[src/design/pca_pkg.sv]
// ----------------------------------------------------------------------------
// pca_pkg
// Shared widths, status codes, multiplier operand selects and the command and
// status bundles between the controller and the datapath.
// ----------------------------------------------------------------------------
package pca_pkg;

  // default frame size limit
  localparam int VERTEX_MAX_DEF = 256;

  // field and accumulator widths
  localparam int COORD_W    = 16;
  localparam int CROSS_W    = 42;
  localparam int WSUM_W     = 59;
  localparam int DEN_W      = 44;
  localparam int AREA_W     = 40;
  localparam int STATUS_W   = 3;
  localparam int PP_W       = 2 * COORD_W;        // one coordinate product
  localparam int MA_W       = PP_W + 1;           // cross product term
  localparam int MB_W       = COORD_W + 1;        // coordinate pair sum
  localparam int PROD_W     = MA_W + MB_W;
  localparam int IN_TDATA_W = 2 * COORD_W;
  localparam int OUT_DATA_W = AREA_W + 2 * COORD_W;

  // result status codes
  localparam logic [STATUS_W-1:0] ST_POLYGON   = 3'd0;
  localparam logic [STATUS_W-1:0] ST_MIDPOINT  = 3'd1;
  localparam logic [STATUS_W-1:0] ST_ZERO_AREA = 3'd2;
  localparam logic [STATUS_W-1:0] ST_TOO_FEW   = 3'd3;
  localparam logic [STATUS_W-1:0] ST_OVERFLOW  = 3'd4;

  // multiplier operand selects
  localparam int MUL_SEL_W = 2;
  localparam logic [MUL_SEL_W-1:0] MUL_PX_Y = 2'd0;  // prev x * cur y
  localparam logic [MUL_SEL_W-1:0] MUL_X_PY = 2'd1;  // cur x * prev y
  localparam logic [MUL_SEL_W-1:0] MUL_C_SX = 2'd2;  // cross * (prev x + cur x)
  localparam logic [MUL_SEL_W-1:0] MUL_C_SY = 2'd3;  // cross * (prev y + cur y)

  // controller to datapath commands
  typedef struct packed {
    logic                 load_in;
    logic                 vtx_first;
    logic                 advance;
    logic                 set_ovf;
    logic                 mul_en;
    logic [MUL_SEL_W-1:0] mul_sel;
    logic                 hold_t;
    logic                 calc_c;
    logic                 acc_cross;
    logic                 acc_wx;
    logic                 acc_wy;
    logic                 load_den;
    logic                 div_start;
    logic                 div_sel_y;
    logic                 cap_cx;
    logic                 cap_cy;
    logic                 load_out;
  } pca_cmd_t;

  // datapath to controller status
  typedef struct packed {
    logic count_zero;
    logic count_full;
    logic last;
    logic need_div;
    logic div_done;
    logic out_free;
  } pca_stat_t;

endpackage

[src/design/pca_div.sv]
// ----------------------------------------------------------------------------
// pca_div
// Signed restoring divider, one quotient bit per cycle, truncating toward
// zero, with the quotient saturated to a 16-bit coordinate.
// ----------------------------------------------------------------------------
module pca_div import pca_pkg::*; (
  input  logic                      clk,
  input  logic                      rst_n,
  input  logic                      start,
  input  logic signed [WSUM_W-1:0]  num,
  input  logic signed [DEN_W-1:0]   den,
  output logic                      done,
  output logic signed [COORD_W-1:0] quo
);

  localparam int CNT_W = $clog2(WSUM_W);
  localparam logic [CNT_W-1:0] LAST_STEP = CNT_W'(WSUM_W - 1);
  localparam logic [WSUM_W-1:0] POS_MAX = WSUM_W'((1 << (COORD_W - 1)) - 1);
  localparam logic [WSUM_W-1:0] NEG_MAX = WSUM_W'(1 << (COORD_W - 1));

  logic              run_r, run_nxt;
  logic              done_r, done_nxt;
  logic [CNT_W-1:0]  cnt_r, cnt_nxt;
  logic [WSUM_W-1:0] num_r, num_nxt;
  logic [DEN_W-1:0]  rem_r, rem_nxt;
  logic [DEN_W-1:0]  den_r, den_nxt;
  logic              neg_r, neg_nxt;
  logic [DEN_W:0]    trial;
  logic [DEN_W:0]    diff;
  logic              ge;
  logic [MB_W-1:0]   neg_q;

  // one restoring step
  assign trial = {rem_r, num_r[WSUM_W-1]};
  assign diff  = trial - {1'b0, den_r};
  assign ge    = (trial >= {1'b0, den_r});

  always_comb begin
    run_nxt  = run_r;
    done_nxt = 1'b0;
    cnt_nxt  = cnt_r;
    num_nxt  = num_r;
    rem_nxt  = rem_r;
    den_nxt  = den_r;
    neg_nxt  = neg_r;
    if (start) begin
      run_nxt = 1'b1;
      cnt_nxt = '0;
      rem_nxt = '0;
      num_nxt = num[WSUM_W-1] ? WSUM_W'(-num) : WSUM_W'(num);
      den_nxt = den[DEN_W-1] ? DEN_W'(-den) : DEN_W'(den);
      neg_nxt = num[WSUM_W-1] ^ den[DEN_W-1];
    end else if (run_r) begin
      rem_nxt = ge ? diff[DEN_W-1:0] : trial[DEN_W-1:0];
      num_nxt = {num_r[WSUM_W-2:0], ge};
      cnt_nxt = cnt_r + 1'b1;
      if (cnt_r == LAST_STEP) begin
        run_nxt  = 1'b0;
        done_nxt = 1'b1;
      end
    end
  end

  always_ff @(posedge clk) begin
    if (!rst_n) begin
      run_r  <= 1'b0;
      done_r <= 1'b0;
      cnt_r  <= '0;
    end else begin
      run_r  <= run_nxt;
      done_r <= done_nxt;
      cnt_r  <= cnt_nxt;
    end
    num_r <= num_nxt;
    rem_r <= rem_nxt;
    den_r <= den_nxt;
    neg_r <= neg_nxt;
  end

  // sign and saturate the magnitude quotient
  assign neg_q = MB_W'(0) - num_r[MB_W-1:0];

  always_comb begin
    if (neg_r) begin
      quo = (num_r > NEG_MAX) ? $signed(NEG_MAX[COORD_W-1:0]) : $signed(neg_q[COORD_W-1:0]);
    end else begin
      quo = (num_r > POS_MAX) ? $signed(POS_MAX[COORD_W-1:0]) : $signed(num_r[COORD_W-1:0]);
    end
  end

  assign done = done_r;

endmodule

[src/design/pca_dp.sv]
// ----------------------------------------------------------------------------
// pca_dp
// Datapath: vertex registers, shared multiplier, shoelace accumulators,
// centroid divider and the result register.
// ----------------------------------------------------------------------------
module pca_dp import pca_pkg::*; #(
  parameter int MAX_VERTICES = VERTEX_MAX_DEF
) (
  input  logic                      clk,
  input  logic                      rst_n,
  input  logic signed [COORD_W-1:0] in_x,
  input  logic signed [COORD_W-1:0] in_y,
  input  logic                      in_last,
  input  pca_cmd_t                  cmd,
  output pca_stat_t                 stat,
  input  logic                      out_ready,
  output logic                      out_valid,
  output logic signed [AREA_W-1:0]  out_area,
  output logic signed [COORD_W-1:0] out_cx,
  output logic signed [COORD_W-1:0] out_cy,
  output logic [STATUS_W-1:0]       out_status
);

  localparam int CNT_W = $clog2(MAX_VERTICES + 1);

  // current vertex and frame state
  logic signed [COORD_W-1:0] cur_x_r, cur_y_r;
  logic                      cur_last_r;
  logic signed [COORD_W-1:0] first_x_r, first_y_r;
  logic signed [COORD_W-1:0] second_x_r, second_y_r;
  logic signed [COORD_W-1:0] prev_x_r, prev_y_r;
  logic [CNT_W-1:0]          cnt_r;
  logic signed [CROSS_W-1:0] cross_r;
  logic signed [WSUM_W-1:0]  wx_r, wy_r;
  logic                      ovf_r;

  // multiply pipeline
  logic signed [MA_W-1:0]    mul_a;
  logic signed [MB_W-1:0]    mul_b;
  logic signed [PROD_W-1:0]  prod_r;
  logic signed [PP_W-1:0]    t_r;
  logic signed [MA_W-1:0]    c_r;

  // finishing
  logic signed [DEN_W-1:0]   den_r;
  logic signed [COORD_W-1:0] cx_r, cy_r;
  logic                      div_done;
  logic signed [COORD_W-1:0] div_quo;

  // result register
  logic                      out_valid_r;
  logic signed [AREA_W-1:0]  out_area_r;
  logic signed [COORD_W-1:0] out_cx_r, out_cy_r;
  logic [STATUS_W-1:0]       out_status_r;

  logic                      cnt_gt3, cnt_eq3;
  logic signed [MB_W-1:0]    mid_sx, mid_sy, mid_ax, mid_ay;
  logic signed [CROSS_W-1:0] area_adj;
  logic signed [AREA_W-1:0]  res_area;
  logic signed [COORD_W-1:0] res_cx, res_cy;
  logic [STATUS_W-1:0]       res_status;

  // multiplier operand select
  always_comb begin
    case (cmd.mul_sel)
      MUL_PX_Y: begin
        mul_a = MA_W'(prev_x_r);
        mul_b = MB_W'(cur_y_r);
      end
      MUL_X_PY: begin
        mul_a = MA_W'(cur_x_r);
        mul_b = MB_W'(prev_y_r);
      end
      MUL_C_SX: begin
        mul_a = c_r;
        mul_b = MB_W'(prev_x_r) + MB_W'(cur_x_r);
      end
      MUL_C_SY: begin
        mul_a = c_r;
        mul_b = MB_W'(prev_y_r) + MB_W'(cur_y_r);
      end
      default: begin
        mul_a = '0;
        mul_b = '0;
      end
    endcase
  end

  // vertex, count and accumulate registers
  always_ff @(posedge clk) begin
    if (!rst_n || cmd.load_out) begin
      first_x_r  <= '0;
      first_y_r  <= '0;
      second_x_r <= '0;
      second_y_r <= '0;
      prev_x_r   <= '0;
      prev_y_r   <= '0;
      cnt_r      <= '0;
      cross_r    <= '0;
      wx_r       <= '0;
      wy_r       <= '0;
      ovf_r      <= 1'b0;
    end else begin
      if (cmd.vtx_first) begin
        first_x_r <= cur_x_r;
        first_y_r <= cur_y_r;
      end
      if (cmd.advance) begin
        prev_x_r <= cur_x_r;
        prev_y_r <= cur_y_r;
        cnt_r    <= cnt_r + 1'b1;
        if (cnt_r == CNT_W'(1)) begin
          second_x_r <= cur_x_r;
          second_y_r <= cur_y_r;
        end
      end
      if (cmd.set_ovf) begin
        ovf_r <= 1'b1;
      end
      if (cmd.acc_cross) begin
        cross_r <= cross_r + CROSS_W'(c_r);
      end
      if (cmd.acc_wx) begin
        wx_r <= wx_r + WSUM_W'(prod_r);
      end
      if (cmd.acc_wy) begin
        wy_r <= wy_r + WSUM_W'(prod_r);
      end
    end
  end

  // payload registers
  always_ff @(posedge clk) begin
    if (cmd.load_in) begin
      cur_x_r    <= in_x;
      cur_y_r    <= in_y;
      cur_last_r <= in_last;
    end
    if (cmd.mul_en) begin
      prod_r <= mul_a * mul_b;
    end
    if (cmd.hold_t) begin
      t_r <= $signed(prod_r[PP_W-1:0]);
    end
    if (cmd.calc_c) begin
      c_r <= MA_W'(t_r) - MA_W'($signed(prod_r[PP_W-1:0]));
    end
    if (cmd.load_den) begin
      den_r <= DEN_W'(cross_r) + (DEN_W'(cross_r) <<< 1);
    end
    if (cmd.cap_cx) begin
      cx_r <= div_quo;
    end
    if (cmd.cap_cy) begin
      cy_r <= div_quo;
    end
  end

  // centroid divider, shared by both axes
  pca_div u_div (
    .clk   (clk),
    .rst_n (rst_n),
    .start (cmd.div_start),
    .num   (cmd.div_sel_y ? wy_r : wx_r),
    .den   (den_r),
    .done  (div_done),
    .quo   (div_quo)
  );

  // result selection by frame case
  assign cnt_gt3  = (cnt_r > CNT_W'(3));
  assign cnt_eq3  = (cnt_r == CNT_W'(3));
  assign mid_sx   = MB_W'(first_x_r) + MB_W'(second_x_r);
  assign mid_sy   = MB_W'(first_y_r) + MB_W'(second_y_r);
  assign mid_ax   = mid_sx + $signed({{(MB_W-1){1'b0}}, mid_sx[MB_W-1]});
  assign mid_ay   = mid_sy + $signed({{(MB_W-1){1'b0}}, mid_sy[MB_W-1]});
  assign area_adj = cross_r + $signed({{(CROSS_W-1){1'b0}}, cross_r[CROSS_W-1]});

  always_comb begin
    res_area   = '0;
    res_cx     = '0;
    res_cy     = '0;
    res_status = ST_TOO_FEW;
    if (ovf_r) begin
      res_status = ST_OVERFLOW;
    end else if (cnt_gt3) begin
      if (cross_r != '0) begin
        res_area   = $signed(area_adj[AREA_W:1]);
        res_cx     = cx_r;
        res_cy     = cy_r;
        res_status = ST_POLYGON;
      end else begin
        res_status = ST_ZERO_AREA;
      end
    end else if (cnt_eq3) begin
      res_cx     = $signed(mid_ax[COORD_W:1]);
      res_cy     = $signed(mid_ay[COORD_W:1]);
      res_status = ST_MIDPOINT;
    end
  end

  // result register, free again once its transfer completes
  always_ff @(posedge clk) begin
    if (!rst_n) begin
      out_valid_r <= 1'b0;
    end else if (cmd.load_out) begin
      out_valid_r <= 1'b1;
    end else if (out_ready) begin
      out_valid_r <= 1'b0;
    end
    if (cmd.load_out) begin
      out_area_r   <= res_area;
      out_cx_r     <= res_cx;
      out_cy_r     <= res_cy;
      out_status_r <= res_status;
    end
  end

  assign out_valid  = out_valid_r;
  assign out_area   = out_area_r;
  assign out_cx     = out_cx_r;
  assign out_cy     = out_cy_r;
  assign out_status = out_status_r;

  // status to the controller
  assign stat.count_zero = (cnt_r == '0);
  assign stat.count_full = (cnt_r >= CNT_W'(MAX_VERTICES));
  assign stat.last       = cur_last_r;
  assign stat.need_div   = !ovf_r && cnt_gt3 && (cross_r != '0);
  assign stat.div_done   = div_done;
  assign stat.out_free   = !out_valid_r || out_ready;

endmodule

[src/design/pca_ctrl.sv]
// ----------------------------------------------------------------------------
// pca_ctrl
// Controller: sequences the per-vertex multiply and accumulate steps and the
// end-of-frame division and result load.
// ----------------------------------------------------------------------------
module pca_ctrl import pca_pkg::*; (
  input  logic      clk,
  input  logic      rst_n,
  input  logic      in_valid,
  output logic      in_ready,
  input  pca_stat_t stat,
  output pca_cmd_t  cmd
);

  localparam int STATE_W = 4;
  localparam logic [STATE_W-1:0] S_IDLE = 4'd0;
  localparam logic [STATE_W-1:0] S_VTX  = 4'd1;
  localparam logic [STATE_W-1:0] S_M2   = 4'd2;
  localparam logic [STATE_W-1:0] S_CR   = 4'd3;
  localparam logic [STATE_W-1:0] S_W1   = 4'd4;
  localparam logic [STATE_W-1:0] S_W2   = 4'd5;
  localparam logic [STATE_W-1:0] S_W3   = 4'd6;
  localparam logic [STATE_W-1:0] S_ENDV = 4'd7;
  localparam logic [STATE_W-1:0] S_FIN  = 4'd8;
  localparam logic [STATE_W-1:0] S_DIVS = 4'd9;
  localparam logic [STATE_W-1:0] S_DIVX = 4'd10;
  localparam logic [STATE_W-1:0] S_DIVY = 4'd11;
  localparam logic [STATE_W-1:0] S_OUT  = 4'd12;

  logic [STATE_W-1:0] state_r, state_nxt;

  assign in_ready = (state_r == S_IDLE);

  // next state and commands
  always_comb begin
    state_nxt = state_r;
    cmd       = '0;
    case (state_r)
      S_IDLE: begin
        if (in_valid) begin
          cmd.load_in = 1'b1;
          state_nxt   = S_VTX;
        end
      end
      S_VTX: begin
        if (stat.count_full) begin
          cmd.set_ovf = 1'b1;
          state_nxt   = S_ENDV;
        end else if (stat.count_zero) begin
          cmd.vtx_first = 1'b1;
          cmd.advance   = 1'b1;
          state_nxt     = S_ENDV;
        end else begin
          cmd.mul_en  = 1'b1;
          cmd.mul_sel = MUL_PX_Y;
          state_nxt   = S_M2;
        end
      end
      S_M2: begin
        cmd.mul_en  = 1'b1;
        cmd.mul_sel = MUL_X_PY;
        cmd.hold_t  = 1'b1;
        state_nxt   = S_CR;
      end
      S_CR: begin
        cmd.calc_c = 1'b1;
        state_nxt  = S_W1;
      end
      S_W1: begin
        cmd.acc_cross = 1'b1;
        cmd.mul_en    = 1'b1;
        cmd.mul_sel   = MUL_C_SX;
        state_nxt     = S_W2;
      end
      S_W2: begin
        cmd.acc_wx  = 1'b1;
        cmd.mul_en  = 1'b1;
        cmd.mul_sel = MUL_C_SY;
        state_nxt   = S_W3;
      end
      S_W3: begin
        cmd.acc_wy  = 1'b1;
        cmd.advance = 1'b1;
        state_nxt   = S_ENDV;
      end
      S_ENDV: begin
        state_nxt = stat.last ? S_FIN : S_IDLE;
      end
      S_FIN: begin
        cmd.load_den = 1'b1;
        state_nxt    = stat.need_div ? S_DIVS : S_OUT;
      end
      S_DIVS: begin
        cmd.div_start = 1'b1;
        state_nxt     = S_DIVX;
      end
      S_DIVX: begin
        if (stat.div_done) begin
          cmd.cap_cx    = 1'b1;
          cmd.div_start = 1'b1;
          cmd.div_sel_y = 1'b1;
          state_nxt     = S_DIVY;
        end
      end
      S_DIVY: begin
        if (stat.div_done) begin
          cmd.cap_cy = 1'b1;
          state_nxt  = S_OUT;
        end
      end
      S_OUT: begin
        if (stat.out_free) begin
          cmd.load_out = 1'b1;
          state_nxt    = S_IDLE;
        end
      end
      default: begin
        state_nxt = S_IDLE;
      end
    endcase
  end

  always_ff @(posedge clk) begin
    if (!rst_n) begin
      state_r <= S_IDLE;
    end else begin
      state_r <= state_nxt;
    end
  end

endmodule

[src/design/polygon_centroid_area_unit.sv]
// ----------------------------------------------------------------------------
// polygon_centroid_area_unit
// Shoelace area and centroid of a closed polygon frame, one vertex per
// transfer, one result per frame.
// ----------------------------------------------------------------------------
// channel | dir | tdata (low bit first)        | side band
// in_     | in  | vertex_x, vertex_y           | tlast = last_vertex
// out_    | out | area, center_x, center_y     | tuser = status
//
// an ordinary vertex runs through the multiply and accumulate steps (one shared
// 33x17 multiplier used four times, plus accumulate steps); the first vertex and
// any vertex past the frame limit skip them
// a polygon frame then runs two centroid divisions of 59 quotient bits each and
// three setup and load steps before its result loads; any other frame goes
// straight from the setup step to the result load
// the result register lets the next frame start while a result waits
// synchronous active-low reset clears the frame state and the result valid
// ----------------------------------------------------------------------------
module polygon_centroid_area_unit import pca_pkg::*; #(
  parameter int MAX_VERTICES = VERTEX_MAX_DEF
) (
  input  logic                    clk,
  input  logic                    rst_n,
  input  logic                    in_tvalid,
  output logic                    in_tready,
  input  logic [IN_TDATA_W-1:0]   in_tdata,   // vertex_x, vertex_y
  input  logic                    in_tlast,
  output logic                    out_tvalid,
  input  logic                    out_tready,
  output logic [OUT_DATA_W-1:0]   out_tdata,  // area, center_x, center_y
  output logic [STATUS_W-1:0]     out_tuser   // status
);

  pca_cmd_t                  cmd;
  pca_stat_t                 stat;
  logic signed [AREA_W-1:0]  area;
  logic signed [COORD_W-1:0] center_x, center_y;

  // controller
  pca_ctrl u_ctrl (
    .clk      (clk),
    .rst_n    (rst_n),
    .in_valid (in_tvalid),
    .in_ready (in_tready),
    .stat     (stat),
    .cmd      (cmd)
  );

  // datapath
  pca_dp #(
    .MAX_VERTICES (MAX_VERTICES)
  ) u_dp (
    .clk        (clk),
    .rst_n      (rst_n),
    .in_x       ($signed(in_tdata[COORD_W-1:0])),
    .in_y       ($signed(in_tdata[IN_TDATA_W-1:COORD_W])),
    .in_last    (in_tlast),
    .cmd        (cmd),
    .stat       (stat),
    .out_ready  (out_tready),
    .out_valid  (out_tvalid),
    .out_area   (area),
    .out_cx     (center_x),
    .out_cy     (center_y),
    .out_status (out_tuser)
  );

  assign out_tdata = {center_y, center_x, area};

endmodule

[config.mk]
export PLATFORM = sky130hd
export DESIGN_NAME = polygon_centroid_area_unit
export DESIGN_NICKNAME = d
export VERILOG_FILES = /design/src/design/pca_pkg.sv /design/src/design/pca_div.sv /design/src/design/pca_dp.sv /design/src/design/pca_ctrl.sv /design/src/design/polygon_centroid_area_unit.sv
export SDC_FILE = /design/constraint.sdc
export NUM_CORES = 2
export LEC_CHECK = 0
export CORE_MARGIN = 5
export CORE_UTILIZATION = 50
export CTS_CLUSTER_DIAMETER = 30
export CTS_CLUSTER_SIZE = 8
export DETAILED_ROUTE_END_ITERATION = 8
export DONT_BUFFER_PORTS = 1
export PLACE_DENSITY = 0.7
export SKIP_CTS_REPAIR_TIMING = 1
export SLEW_MARGIN = 20
export SYNTH_ARGS = -nofsm -noshare
export SYNTH_HDL_FRONTEND = slang
export SYNTH_SLANG_ARGS = --single-unit
[constraint.sdc]
create_clock -name clk -period 8.26 [get_ports clk]
set_input_delay 1.239 -clock clk [delete_from_list [all_inputs] [get_ports clk]]
set_output_delay 1.239 -clock clk [all_outputs]
set_load 0.01 [all_outputs]
## After elaboration in Yosys (flattened, before gate mapping)

Cells that the tools add are included.

- Register bits after elaboration: 726
- Latch bits: 0
- Memory bits (writable): 0
- Bits in read-only memories: 0
- Input port bits: 37
- Logic and storage cells: 163
- Memories kept: 0

- Add/sub/neg operators: 18
- Multipliers: 1
- Divide/modulo/power cells: 0
- Magnitude comparators: 5
- Eq/ne operators: 22
- Shift-type cells: 0
- Multiplexer cells: 59
- Bitwise logic cells: 5
- Reduce and logical (&&, ||, !) cells: 19

Operator list:

| cell | number |
|---|---|
| $mux W59 | 4 |
| $mux W16 | 9 |
| $add A59 B50 Y59 | 2 |
| $pmux W33 S3 | 1 |
| $add A16 B16 Y17 | 4 |
| $pmux W17 S4 | 1 |
| $gt A59 B15 Y1 const B | 1 |
| $gt A59 B16 Y1 const B | 1 |
| $neg A59 Y59 | 1 |
| $pmux W4 S13 | 1 |
| $mul A33 B17 Y50 | 1 |
| $ge A45 B44 Y1 | 1 |
| $add A42 B43 Y44 | 1 |
| $mux W44 | 1 |
| $neg A44 Y44 | 1 |
| $sub A44 B44 Y44 | 1 |
| $mux W43 | 1 |
| $add A42 B33 Y42 | 1 |
| $reduce_bool A42 Y1 | 1 |
| $add A41 B2 Y41 | 1 |
| $add A17 B2 Y17 | 2 |
| $sub A32 B32 Y33 | 1 |
| $mux W1 | 21 |
| $mux W3 | 7 |
| 33 further kinds | 63 |

## Depth between registers and ports, before layout

- Word-level depth: 8
- Mapped depth: 35
- Mapped depth without buffers: 34

## Modules after synthesis

From an unflattened synthesis, not the netlist that was laid out.

- Cell total of the unflattened synthesis: 7,642
- Area total of the unflattened synthesis: 68,386.8 um^2

By module, submodules not included:

| module | times used | cells an instance | area an instance (um^2) | sequential area each (um^2) |
|---|---|---|---|---|
| pca_dp | 1 | 6,263 | 56,619.3 | 14,323.7 |
| pca_div | 1 | 1,309 | 11,323.4 | 4,164.0 |
| pca_ctrl | 1 | 70 | 444.2 | 80.1 |

## Worst setup path after synthesis

OpenSTA, ideal clock, no wires.

- Kind: register to register
- Start: reg u_ctrl.state_r[1]
- End: reg u_dp.prod_r[47] (data pin)
- Library setup time: 266 ps
- Arrival: 8,755 ps
- Data required time: 7,994 ps
- Path slack: -761 ps
- Cell stages (with the launch flop): 31
- Clock period less this slack: 9,021 ps
- Cell sequence: dfxtp_1 -> nor2b_1 -> nand2_1 -> clkinv_1 -> buf_1 -> a222oi_1 -> nand2_1 -> clkbuf_1 -> nand2_1 -> fa_1 -> inv_1 -> fa_1 -> inv_1 -> fa_1 -> inv_1 -> fa_1 -> fa_1 -> inv_1 -> fa_1 -> inv_1 -> ha_1 -> a21o_1 -> a21o_1 -> o2bb2ai_1 -> o211ai_1 -> a211oi_1 -> a21oi_1 -> a31o_2 -> a2111oi_0 -> nor3_1 -> xor2_1

- Longest elaborated chain between the ends: 6
- Elaborated cells on any way between the ends: 13
- Classes of those cells: 1 x mul; 7 x eq/ne; 3 x mux; 2 x reduce/logical

RTL lines:

| item | line | text |
|---|---|---|
| from (decl) | pca_ctrl.sv:30 | `logic [STATE_W-1:0] state_r, state_nxt;` |
| from (signal assigned) | pca_ctrl.sv:127 | `state_r <= state_nxt;` |
| $eq A4 B3 Y1 (tied with other cells) | pca_ctrl.sv:38 | `case (state_r)` |
| $pmux W3 S4 * | pca_ctrl.sv:38 |  |
| $eq A2 B2 Y1 | pca_dp.sv:65 | `case (cmd.mul_sel)` |
| $reduce_or A2 Y1 (no line) | n/a |  |
| $pmux W33 S3 | pca_dp.sv:65 |  |
| $mul A33 B17 Y50 * | pca_dp.sv:140 | `prod_r <= mul_a * mul_b;` |
| to (signal assigned) | pca_dp.sv:140 |  |
| to (decl) | pca_dp.sv:40 | `logic signed [PROD_W-1:0] prod_r;` |

Mark *: on every way between the ends. The rest lies on a longest branch, timed or not.
A chain may end at the register's enable or synchronous reset.

## Worst setup path in the final report

- Start: reg u_dp.cur_y_r[0]
- End: reg u_dp.prod_r[47] (data pin)

- Longest elaborated chain between the ends: 3

RTL lines:

| item | line | text |
|---|---|---|
| from (decl) | pca_dp.sv:27 | `logic signed [COORD_W-1:0] cur_x_r, cur_y_r;` |
| from (signal assigned) | pca_dp.sv:136 | `cur_y_r <= in_y;` |
| $add A16 B16 Y17 | pca_dp.sv:80 | `mul_b = MB_W'(prev_y_r) + MB_W'(cur_y_r);` |
| $pmux W17 S4 * | pca_dp.sv:65 |  |
| $mul A33 B17 Y50 * | pca_dp.sv:140 |  |

Marks and branches as above.

==> reports/metrics.yaml <==
yosys:
  synth-edff-count: 403
  synth_sequential_area_ratio_pct: 27.2
  ys_types: 86
  avgSynthCellArea_um2: 8.63
  synth-seq-cells: 726
  ys_async_sr_fraction_pct: 0
  yosys_warnings: 0
  synth_cells: 7895
  most_used_flip_flop_cell_after_synthesis: "sky130_fd_sc_hd__edfxtp_1"
  syn_nets: 8966
  netlist_area_mm2: 0.0681
detailed_routing:
  route.top_layer_used: "met4"
  routed_via_density: 5.86
  met3WireLength_um: 16900
  detail-route-antenna-nets: 0
  wirelength_met1_um: 88500
  via_count: 59000
  drcViolationCount: 0
  drt_wl_total_um: 206000
  detailedRoute.firstIterationViolations: 5012
  dr.pass1.iters: 8
  wl_per_cell_um: 20.5
  met2WireLength_um: 92900
critical_path:
  setup.worst_path.start_class: "flip-flop"
  critical_path_arrival_ns: 9.34
  r2r_cells: 33
  critical_path.most_common_cell: "sky130_fd_sc_hd__fa_1"
  crit_family: "adder cells"
  critical_path.slowest_cell: "sky130_fd_sc_hd__fa_1"
  critical_path_required_ns: 8.75
  worstSetupEndpointType: "flip-flop"
  regToRegSetupSlack_ns: -0.58
  critPathBufInv: 4
  worstReg2RegStart: "u_dp.cur_y_r[0]"
  timing.setup.critical_path_class: "reg2reg"
  critical-path-max-stage-delay_ns: 0.60
  critPathMaxFanout: 7
  crit-reg2reg-capture: "u_dp.prod_r[47]"
layout:
  mostFrequentLayoutCells: "sky130_fd_sc_hd__nand2_1, sky130_fd_sc_hd__inv_1, sky130_fd_sc_hd__a21oi_1"
  layout_commonest_cell: "sky130_fd_sc_hd__nand2_1"
  post_route_cells_drive_above_1_share_pct: 11.4
  areaGrowthSynthToFinish_pct: 16.4
  fin_nets: 9234
clock_tree:
  clock_latency_ns: 0.77
  cts-buffers-inserted: 153
  cts_tree: "built"
  clock_tree.buffer_depth: 3
  cell_at_the_root_of_the_clock_tree: "sky130_fd_sc_hd__clkbuf_16"
  clk_slew_on_worst_s_h_paths_ns: 0.05
  cts_htree_levels: 4
  clock-sinks: 726
status:
  violations: "negative setup slack"
  run_status: "finished with violations"
sta:
  setup_total_negative_slack_ns: -5.99
  final.setup_skew_ns: 0.0438
  timing.fmax_ghz: 0.113
  setup_repair_after_global_routing_missed_its_margin: "true"
  actual_transition_at_the_worst_max_transition_pin_ns: 1.15
  report.final.hold_viol_count: 0
  finalWorstSetupSlack_ns: -0.584
  setup_violating_endpoint_count_in_the_final_report: 20
  final_max_slew_viol_count: 0
  finalCritPeriodShare_pct: 107
  timing.slew.headroom_pct: 21.4
  finalCriticalPeriod_ns: 8.84
global_route:
  largest_net_degree_at_the_start_of_global_routing: 121
  global_route.overflow_total: 0
  grt_first_pass_wirelength_um: 322000
  gr_util_all_layers_pct: 28.3
  initial_antenna_violation_count: 2
  first_global_vias: 58100
floorplanning:
  placement_rows: 135
  floorplan.core_area_mm2: 0.135
  die_w_um: 379
  die-height_um: 379
  starting_utilization_of_the_core_area_pct: 50.3
  io_pins: 114
  fp.dieArea_mm2: 0.144
worst_hold_path:
  min_delay_worst_endpoint: "u_dp.second_x_r[13]"
  number_of_stages_on_the_worst_hold_path: 2
  hold_path_class: "reg2reg"
  hold_path_startpoint: "u_dp.second_x_r[13]"
placement:
  place_congestion: 0.968
  post-dp-hpwl_um: 161000
  io_buffer_count: 0
flow_run:
  maxCapViolCount: 0
-- synthesized netlist by cell type, drive strengths merged, types with 70 or more instances --
master	n	share of area [%]
inv	894	4.9
dfxtp	323	9.5
mux2i	102	1.5
clkbuf	309	1.7
nand4	87	0.80
nand3	171	1.3
edfxtp	403	18
xnor2	329	4.2
ha	487	8.9
nor3	119	0.87
a21oi	622	4.6
nor2	506	2.8
xor2	150	1.9
fa	547	16
and3	70	0.64
o21ai	401	2.9
a21o	186	2.0
nand2	1155	6.4
a31oi	76	0.70
-- worst max path at each step --
stage	startpoint	slack [ns]	depth (start not counted)	end
after floorplan	u_dp.cur_y_r[0]	0.004	32	u_dp.prod_r[46]
after global placement	u_dp.cur_y_r[0]	-0.60	35	u_dp.prod_r[48]
after detailed placement	u_dp.cur_y_r[0]	-0.71	33	u_dp.prod_r[47]
after CTS	u_dp.cur_y_r[0]	-0.75	33	u_dp.prod_r[47]
after global routing	u_dp.cur_y_r[0]	-0.76	33	u_dp.prod_r[47]
final	u_dp.cur_y_r[0]	-0.58	33	u_dp.prod_r[47]
-- logic make-up after synthesis --
group           count (synthesis)  share of synthesized area, %
flops                         726                          27.2
mux                           107                          1.58
fa+ha+maj                    1034                          25.0
compound gates               1798                          16.4
simple gates                 2513                          16.8
buf+inv                      1238                          6.83
xor+xnor                      479                          6.16
-- flip-flops by register name, summed over array words and instances (netlist names), 32 cells and up --
name / flops
u_dp.wy_r: 59
u_dp.u_div.rem_r: 44
u_dp.c_r: 33
u_dp.t_r: 32
u_dp.den_r: 44
u_dp.wx_r: 59
u_dp.cross_r: 42
u_dp.prod_r: 50
u_dp.u_div.num_r: 59
u_dp.out_area: 40
u_dp.u_div.den_r: 44
-- worst min-delay path, stage by stage, from the launching register on --
cell,delay (ns)
sky130_fd_sc_hd__dfxtp_1,0.31
sky130_fd_sc_hd__nand2_1,0.05
sky130_fd_sc_hd__a21oi_1,0.05
-- layout make-up --
| cell class | count | area, µm² |
|---|---|---|
| Antenna cell | 2 | 5.00 |
| Clock buffer | 198 | 4200 |
| Clock inverter | 83 | 1030 |
| Fill cell | 11800 | 56200 |
| Inverter | 895 | 3360 |
| Multi-Input combinational cell | 5931 | 46000 |
| Sequential cell | 726 | 18600 |
| Tap cell | 1781 | 2230 |
| Timing Repair Buffer | 456 | 3950 |
-- stage by stage --
step	std cells	setup WS, ns	util (%)	hold WS [ns]	area, µm²
after global routing	10100	-0.757	58.5	0.478	79300
after CTS	10000	-0.753	57.8	0.459	78300
after floorplan	7895	0.00354	-	0.440	68400
after global placement	9756	-0.601	53.9	0.446	73100
after detailed placement	9756	-0.707	53.9	0.453	73100
final	10100	-0.584	58.5	0.460	79300
-- layer usage --
layer,global-route usage [%],up-vias
met5,0,-
met4,10.4,0
met3,5.04,440
met2,44.9,2244
met1,38.8,28700
li1,-,27600
Power is left out: the tool's default activity adds up to more than one toggle a clock period on the data nets, which glitch-free logic cannot reach.
